===== config.mk =====
export PLATFORM = sky130hd
export DESIGN_NAME = sliding_window_average_unit
export DESIGN_NICKNAME = d
export VERILOG_FILES = /design/src/hw/rtl/swa_pkg.sv /design/src/hw/rtl/sliding_window_average_unit.sv
export SDC_FILE = /design/constraint.sdc
export NUM_CORES = 1
export LEC_CHECK = 0
export ABC_AREA = 1
export BUFFER_PORTS_ARGS = -buffer_cell sky130_fd_sc_hd__buf_2
export CAP_MARGIN = 15
export CELL_PAD_IN_SITES_DETAIL_PLACEMENT = 1
export CELL_PAD_IN_SITES_GLOBAL_PLACEMENT = 1
export CORE_MARGIN = 2
export CORE_UTILIZATION = 25
export DETAILED_ROUTE_END_ITERATION = 10
export PLACE_DENSITY = 0.48
export SLEW_MARGIN = 10
export SYNTH_ARGS = -nofsm -noshare
export SYNTH_HDL_FRONTEND = slang
export SYNTH_SLANG_ARGS = --single-unit

===== constraint.sdc =====
create_clock -name clk -period 6.1 [get_ports clk]
set_input_delay 0.915 -clock clk [delete_from_list [all_inputs] [get_ports clk]]
set_output_delay 0.915 -clock clk [all_outputs]
set_load 0.05 [all_outputs]

===== src/hw/rtl/swa_pkg.sv =====
// Shared types and constants for the sliding window average unit.
// Holds the sequencer state type and the register map of the configuration port.
// No dependencies.
`default_nettype none

package swa_pkg;

	// Configuration register file.
	localparam int unsigned CFG_W     = 7;
	localparam int unsigned ADDR_W    = 3;
	localparam int unsigned PDATA_W   = 32;
	localparam logic [ADDR_W-1:0] ADDR_WINDOW_SIZE = 3'd0;
	localparam logic [CFG_W-1:0]  WINDOW_SIZE_RESET = 7'd8;

	// Fraction bits of the average.
	localparam int unsigned FRAC_BITS = 8;

	typedef enum logic [4:0] {
		ST_IDLE = 5'b00001,
		ST_UPD  = 5'b00010,
		ST_PREP = 5'b00100,
		ST_DIV  = 5'b01000,
		ST_DONE = 5'b10000
	} swa_state_t;

endpackage

`default_nettype wire


===== src/hw/rtl/sliding_window_average_unit.sv =====
// Top level of the sliding window average unit: ring store, running sum and a
// bit-serial restoring divider under one sequencer.
// Depends on swa_pkg.
//
//  channel | direction | handshake                 | payload
//  --------+-----------+---------------------------+----------------------------
//  input   | in        | in_valid / in_stall       | sample
//  output  | out       | out_valid / out_stall     | average, held_count
//  config  | in        | psel, penable, pwrite     | paddr, pwdata, prdata
//
// Each item passes the update, prepare, divide and done states before the next is taken;
// the divider in the divide state yields one quotient bit per cycle.
// Reset empties the window and sets the window size to 8; the ring needs no clearing.
// A result waits in the output register; the next item is taken while it waits.
// A finished quotient is held until the output register is free.
`default_nettype none

module sliding_window_average_unit
	import swa_pkg::*;
#(
	parameter int unsigned MAX_WINDOW  = 64,
	parameter int unsigned SAMPLE_BITS = 16
) (
	input  wire logic                                    clk,
	input  wire logic                                    arst_n,
	input  wire logic                                    psel,
	input  wire logic                                    penable,
	input  wire logic                                    pwrite,
	input  wire logic [ADDR_W-1:0]                       paddr,
	input  wire logic [PDATA_W-1:0]                      pwdata,
	output logic      [PDATA_W-1:0]                      prdata,
	output logic                                         pready,
	input  wire logic                                    in_valid,
	output logic                                         in_stall,
	input  wire logic signed [SAMPLE_BITS-1:0]           sample,
	output logic                                         out_valid,
	input  wire logic                                    out_stall,
	output logic signed [SAMPLE_BITS+FRAC_BITS-1:0]      average,
	output logic [$clog2(MAX_WINDOW+1)-1:0]              held_count
);

	localparam int unsigned CNT_W = $clog2(MAX_WINDOW + 1);
	localparam int unsigned IDX_W = (MAX_WINDOW > 1) ? $clog2(MAX_WINDOW) : 1;
	localparam int unsigned WIN_W = (CNT_W > CFG_W) ? CNT_W : CFG_W;
	localparam int unsigned SUM_W = SAMPLE_BITS + IDX_W;
	localparam int unsigned DVD_W = SUM_W + FRAC_BITS;
	localparam int unsigned AVG_W = SAMPLE_BITS + FRAC_BITS;
	localparam int unsigned STEP_W = $clog2(DVD_W);
	localparam logic [WIN_W-1:0]  MAX_WIN_VAL = WIN_W'(MAX_WINDOW);
	localparam logic [STEP_W-1:0] LAST_STEP = STEP_W'(DVD_W - 1);

	swa_state_t state_q;

	logic [CFG_W-1:0]              window_size_q;
	logic [IDX_W-1:0]              oldest_q;
	logic [CNT_W-1:0]              fill_q;
	logic signed [SUM_W-1:0]       sum_q;
	logic [SAMPLE_BITS-1:0]        sample_q;
	logic [SAMPLE_BITS-1:0]        old_q;
	logic [SAMPLE_BITS-1:0]        sample_ring_q [MAX_WINDOW];
	logic                          neg_q;
	logic [DVD_W-1:0]              dvd_q;
	logic [CNT_W-1:0]              rem_q;
	logic [STEP_W-1:0]             step_q;
	logic                          out_valid_q;
	logic [AVG_W-1:0]              average_q;
	logic [CNT_W-1:0]              held_q;

	logic                          cfg_write;
	logic                          in_xfer;
	logic                          out_free;
	logic [WIN_W-1:0]              ws_ext;
	logic [CNT_W-1:0]              win;
	logic                          full;
	logic [CNT_W:0]                slot_sum;
	logic [CNT_W:0]                slot_wrap;
	logic [IDX_W-1:0]              slot;
	logic [CNT_W:0]                oldest_inc;
	logic signed [SUM_W-1:0]       sample_ext;
	logic signed [SUM_W-1:0]       old_ext;
	logic [SUM_W-1:0]              sum_mag;
	logic [CNT_W:0]                rem_shift;
	logic [CNT_W+1:0]              trial;
	logic                          qbit;
	logic [DVD_W-1:0]              quot_signed;

	assign pready    = 1'b1;
	assign cfg_write = psel && penable && pwrite && (paddr == ADDR_WINDOW_SIZE);
	assign in_stall  = (state_q != ST_IDLE);
	assign in_xfer   = in_valid && !in_stall;
	assign out_free  = !out_valid_q || !out_stall;

	always_comb begin
		prdata = '0;
		if (paddr == ADDR_WINDOW_SIZE) begin
			prdata[CFG_W-1:0] = window_size_q;
		end
	end

	// A size of zero acts as one; anything above the ring depth acts as the depth.
	always_comb begin
		ws_ext = WIN_W'(window_size_q);
		if (ws_ext == '0) begin
			win = CNT_W'(1);
		end else if (ws_ext > MAX_WIN_VAL) begin
			win = CNT_W'(MAX_WINDOW);
		end else begin
			win = ws_ext[CNT_W-1:0];
		end
	end

	assign full       = (fill_q == win);
	assign slot_sum   = {1'b0, fill_q} + (CNT_W+1)'(oldest_q);
	assign slot_wrap  = (slot_sum >= {1'b0, win}) ? (slot_sum - {1'b0, win}) : slot_sum;
	assign slot       = full ? oldest_q : slot_wrap[IDX_W-1:0];
	assign oldest_inc = (CNT_W+1)'(oldest_q) + (CNT_W+1)'(1);
	assign sample_ext = SUM_W'($signed(sample_q));
	assign old_ext    = SUM_W'($signed(old_q));
	assign sum_mag    = sum_q[SUM_W-1] ? (SUM_W'(0) - sum_q) : sum_q;

	// One restoring division step: shift in the next dividend bit, try the divisor.
	assign rem_shift   = {rem_q, dvd_q[DVD_W-1]};
	assign trial       = {1'b0, rem_shift} - {2'b00, fill_q};
	assign qbit        = !trial[CNT_W+1];
	assign quot_signed = neg_q ? (DVD_W'(0) - dvd_q) : dvd_q;

	// Ring store with a registered read port.
	always_ff @(posedge clk) begin
		if (state_q == ST_UPD) begin
			sample_ring_q[slot] <= sample_q;
		end
		if (in_xfer) begin
			old_q    <= sample_ring_q[oldest_q];
			sample_q <= sample;
		end
	end

	always_ff @(posedge clk or negedge arst_n) begin
		if (!arst_n) begin
			state_q       <= ST_IDLE;
			window_size_q <= WINDOW_SIZE_RESET;
			oldest_q      <= '0;
			fill_q        <= '0;
			sum_q         <= '0;
			step_q        <= '0;
			out_valid_q   <= 1'b0;
		end else begin
			if (state_q == ST_DONE && out_free) begin
				out_valid_q <= 1'b1;
			end else if (out_valid_q && !out_stall) begin
				out_valid_q <= 1'b0;
			end
			if (cfg_write) begin
				window_size_q <= pwdata[CFG_W-1:0];
				oldest_q      <= '0;
				fill_q        <= '0;
				sum_q         <= '0;
			end
			case (state_q)
				ST_IDLE: begin
					if (in_xfer) begin
						state_q <= ST_UPD;
					end
				end
				ST_UPD: begin
					if (full) begin
						sum_q <= sum_q - old_ext + sample_ext;
						oldest_q <= (oldest_inc >= {1'b0, win}) ? '0 : oldest_inc[IDX_W-1:0];
					end else begin
						sum_q  <= sum_q + sample_ext;
						fill_q <= fill_q + CNT_W'(1);
					end
					state_q <= ST_PREP;
				end
				ST_PREP: begin
					step_q  <= '0;
					state_q <= ST_DIV;
				end
				ST_DIV: begin
					step_q <= step_q + STEP_W'(1);
					if (step_q == LAST_STEP) begin
						state_q <= ST_DONE;
					end
				end
				ST_DONE: begin
					if (out_free) begin
						state_q <= ST_IDLE;
					end
				end
				default: begin
					state_q <= ST_IDLE;
				end
			endcase
		end
	end

	// Divider datapath and result register.
	always_ff @(posedge clk) begin
		case (state_q)
			ST_PREP: begin
				neg_q <= sum_q[SUM_W-1];
				dvd_q <= {sum_mag, FRAC_BITS'(0)};
				rem_q <= '0;
			end
			ST_DIV: begin
				dvd_q <= {dvd_q[DVD_W-2:0], qbit};
				rem_q <= qbit ? trial[CNT_W-1:0] : rem_shift[CNT_W-1:0];
			end
			ST_DONE: begin
				if (out_free) begin
					average_q <= quot_signed[AVG_W-1:0];
					held_q    <= fill_q;
				end
			end
			default: begin
			end
		endcase
	end

	assign out_valid  = out_valid_q;
	assign average    = $signed(average_q);
	assign held_count = held_q;

	// The window never holds more samples than its size.
	assert property (@(posedge clk) disable iff (!arst_n) fill_q <= win)
		else $error("fill count exceeds the active window");

	// The divider never runs with an empty window as divisor.
	assert property (@(posedge clk) disable iff (!arst_n) (state_q == ST_DIV) |-> (fill_q != '0))
		else $error("division by an empty window");

	// A transfer on the input side closes the input until the item is done.
	assert property (@(posedge clk) disable iff (!arst_n) in_xfer |=> in_stall)
		else $error("input reopened right after a transfer");

	// A pending result is never overwritten.
	assert property (@(posedge clk) disable iff (!arst_n)
		(out_valid_q && out_stall) |=> (out_valid_q && $stable(average_q) && $stable(held_q)))
		else $error("pending result lost");

	// The oldest slot always lies inside the window.
	assert property (@(posedge clk) disable iff (!arst_n) (CNT_W+1)'(oldest_q) < {1'b0, win})
		else $error("oldest slot outside the window");

endmodule

`default_nettype wire


==> flow_metrics.py <==
metrics = {
    "run_status": {
        "outcome": "finished, final reports clean",
    },
    "grt": {
        "grt_pass1_vias": 36692,
        "grt_max_degree": 168,
        "grt-ovfl-total": 0,
        "grt.total_usage_pct": 16.2,
        "grt_pass1_wl_um": 254000,
        "antenna_found_initial": 3,
    },
    "critical_path": {
        "criticalPathCategory": "reg -> reg",
        "critPathLaunch": "oldest_q[2]",
        "cp.arrival_ns": 5.16,
        "path_cells": "ha_1, a21oi_1, nand2_1, xor2_1, ha_1, or2_0, nand2_1, nand2_1, nand2_1, nand2_1, nand2_1, nand2_1, nand2_1, nand3_1, nand2_2, nand3_2, nor2_1, buf_4",
        "cp_top_family": "simple AND/OR/NAND/NOR gates",
        "cpMostUsedCell": "nand2_1",
        "rr_startpoint": "oldest_q[2]",
        "start_kind": "flop",
        "critPathSlowestCell": "dfrtp_4",
        "cp_max_fo": 18,
        "r2r_slack_ns": 1.39,
        "setup.worst_path.end": "sample_ring_q[23][0]",
        "reg2reg_to": "sample_ring_q[23][0]",
        "reg2reg_depth": 18,
        "cp_num_buf_inv": 1,
        "crit_required_ns": 6.55,
        "slowest_delay_ns": 0.61,
        "cp-end-kind": "flop",
        "cp.depth": 18,
    },
    "routing": {
        "dr.first_iter.drc_count": 2487,
        "num_vias": 35498,
        "via_per_inst": 4.76,
        "drt-total-wl_um": 173000,
        "wl_per_cell_um": 23.2,
        "ant_nets": 0,
        "drt_first_pass_iters": 5,
        "drc": 0,
    },
    "cts": {
        "post-cts-setup-buffer-count": 0,
        "cts_sinks": 1178,
        "cts_root_buf": "clkbuf_16",
        "cts_inserted_buffers": 137,
        "cts_resized": 0,
        "h-tree-depth": 4,
        "ctsHoldBuffers": 0,
        "path_clk_slew_ns": 0.06,
        "cts_tree": "done",
        "clock_path_buffers": 3,
        "clk_latency_ns": 0.78,
    },
    "placed_design": {
        "gp_congestion": 0.803,
        "io_buffers": 72,
        "dpl.hpwl_um": 103000,
        "place_area_mm2": 0.0558,
        "placed_cells": 7211,
    },
    "timing": {
        "setup_viol": 0,
        "whs_ns": 0.321,
        "finClkSkew_ns": 0.0308,
        "hold_viol": 0,
        "report.final.slew_viol_count": 0,
        "clock.fmax_mhz": 212,
        "worstMarginPinSlew_ns": 1.10,
        "finalCritPeriodShare_pct": 77.2,
        "min_period_ns": 4.71,
        "tns_ns": 0,
        "relSlewSlack_pct": 26.7,
        "rsz0062_at_grt": "no",
    },
    "cells_and_area": {
        "layout_commonest_cell": "edfxtp_1",
        "final_cell_area_mm2": 0.0601,
        "fin_nets": 4805,
        "drive_gt1_share_pct": 9.78,
        "syn_to_final_growth_pct": 15.6,
        "instances_no_fill": 7459,
        "layout_common_cells": "edfxtp_1, nor2_1, o21ai_0",
    },
    "synthesis": {
        "synth_cell_types": 55,
        "ys_ff_latch": 1178,
        "syn_area_per_cell_um2": 11.4,
        "synth_edf_count": 1125,
        "syn_inst": 4553,
        "yosys_most_used_dff": "edfxtp_1",
        "syn-cell-area_mm2": 0.0520,
        "ys.warnings.count": 0,
        "synth.yosys.seq_area_share_pct": 67.5,
        "ys_async_sr_fraction_pct": 4.50,
    },
    "die": {
        "die_x_um": 460,
        "start_util_pct": 25.1,
        "rows": 167,
        "die_h_um": 460,
        "dieArea_mm2": 0.212,
        "design.core.area_mm2": 0.207,
        "io_pins": 124,
    },
    "run": {
        "cap_viol_max_count": 0,
    },
    "pwr": {
        "total_power_w": 0.0354,
        "vdd.ir_drop.worst_mv": 0.360,
        "power_leakage_nw": 21.0,
        "p_per_area_mw_per_mm2": 589,
    },
    "min_path": {
        "hold_class": "in -> async",
    },
}
==> cell usage after synthesis, types with 13 or more instances <==
library cell     n  area [µm²]
clkbuf_1       208         781
xor2_1          49         429
o22ai_1        251        1570
nand2_2         13        81.3
nor2_1         726        2730
o211ai_1        21         158
nand2_1        545        2050
buf_2           21         105
a21oi_1        152         761
o21ai_1         36         180
nand3_1        157         786
inv_1          209         785
dfrtp_1         51        1280
edfxtp_1      1125       33800
xnor2_1         22         193
o21ai_0        670        3350
ha_1            76         951
fa_1            25         500
nor3_1          18        90.1
nand4_1         31         194
buf_4           27         203
==> per-layer routing <==
layer / global-route usage (%) / vias to the layer above / share of wire (%)
li1: - / 16484 / -
met4: 3.52 / 0 / 1.8
met3: 2.15 / 181 / 3.6
met1: 22.5 / 18215 / 47
met5: 0 / - / 0
met2: 26.8 / 618 / 47
==> state kept, by name (all words and copies together), names as in the netlist <==
register	count
sum_q	22
dvd_q	30
average	24
neg_q	1
sample_q	16
oldest_q	6
step_q	5
rem_q	7
state_q	5
fill_q	7
window_size_q	7
held_count	7
sample_ring_q	1024
old_q	16
out_valid	1
==> cell families (layout without fill, tap and decap cells) <==
kind of cell             after synthesis  after routing  synth area share [%]
flip-flops                          1178           1178                  67.5
adder cells (fa/ha/maj)              101            101                  2.79
multiplexers                           8              8                 0.154
other                                  2             28                0.0144
buffers and inverters                486            662                  3.80
AO/OA/AOI/OAI                       1160           1160                  12.0
AND/OR/NAND/NOR                     1547           1547                  12.5
XOR/XNOR                              71             71                  1.20
==> worst reg2reg max path, delay by kind of cell (launching register included) <==
| kind | cells | cell delay [ns] |
|---|---|---|
| compound gates | 1 | 0.15 |
| xor+xnor | 1 | 0.22 |
| fa+ha+maj | 2 | 0.73 |
| buf+inv | 1 | 0.34 |
| flops | 1 | 0.61 |
| simple gates | 13 | 2.33 |
==> per-stage QoR <==
step           worst slack [ns]  utilization, %
5_1_grt                   0.953            29.1
3_3_place_gp               1.33            27.0
6_report                   1.39            29.1
2_1_floorplan              2.15               -
4_1_cts                    1.33            29.1
3_5_place_dp               1.37            27.0
==> layout make-up <==
type,count,area [µm²]
inverters,217,835
clock inverters,65,679
well taps,2704,3380
diodes,2,5.00
fillers,22725,147000
flip-flops and latches,1178,35100
repair buffers,199,1400
clock buffers,181,3640
multi-input cells,2913,15000
==> worst min-delay path by stage <==
stage	startpoint	endpoint	cells past startpoint
after CTS	sample[15]	sample_q[15]	1
after global placement	dvd_q[0]	average[0]	0
after floorplan	fill_q[6]	held_count[6]	0
after global routing	sample[15]	sample_q[15]	1
after detailed placement	dvd_q[0]	average[0]	0
final	arst_n	out_valid	2
==> report_power, final <==
group	total (W)	leakage [nW]	internal, W	switching, W
clock network	0.00806	2.10	0.00464	0.00342
registers	0.0109	10.8	0.0104	0.000413
logic	0.0165	8.08	0.00433	0.0122
No activity file was read; power rests on OpenSTA's default activity.
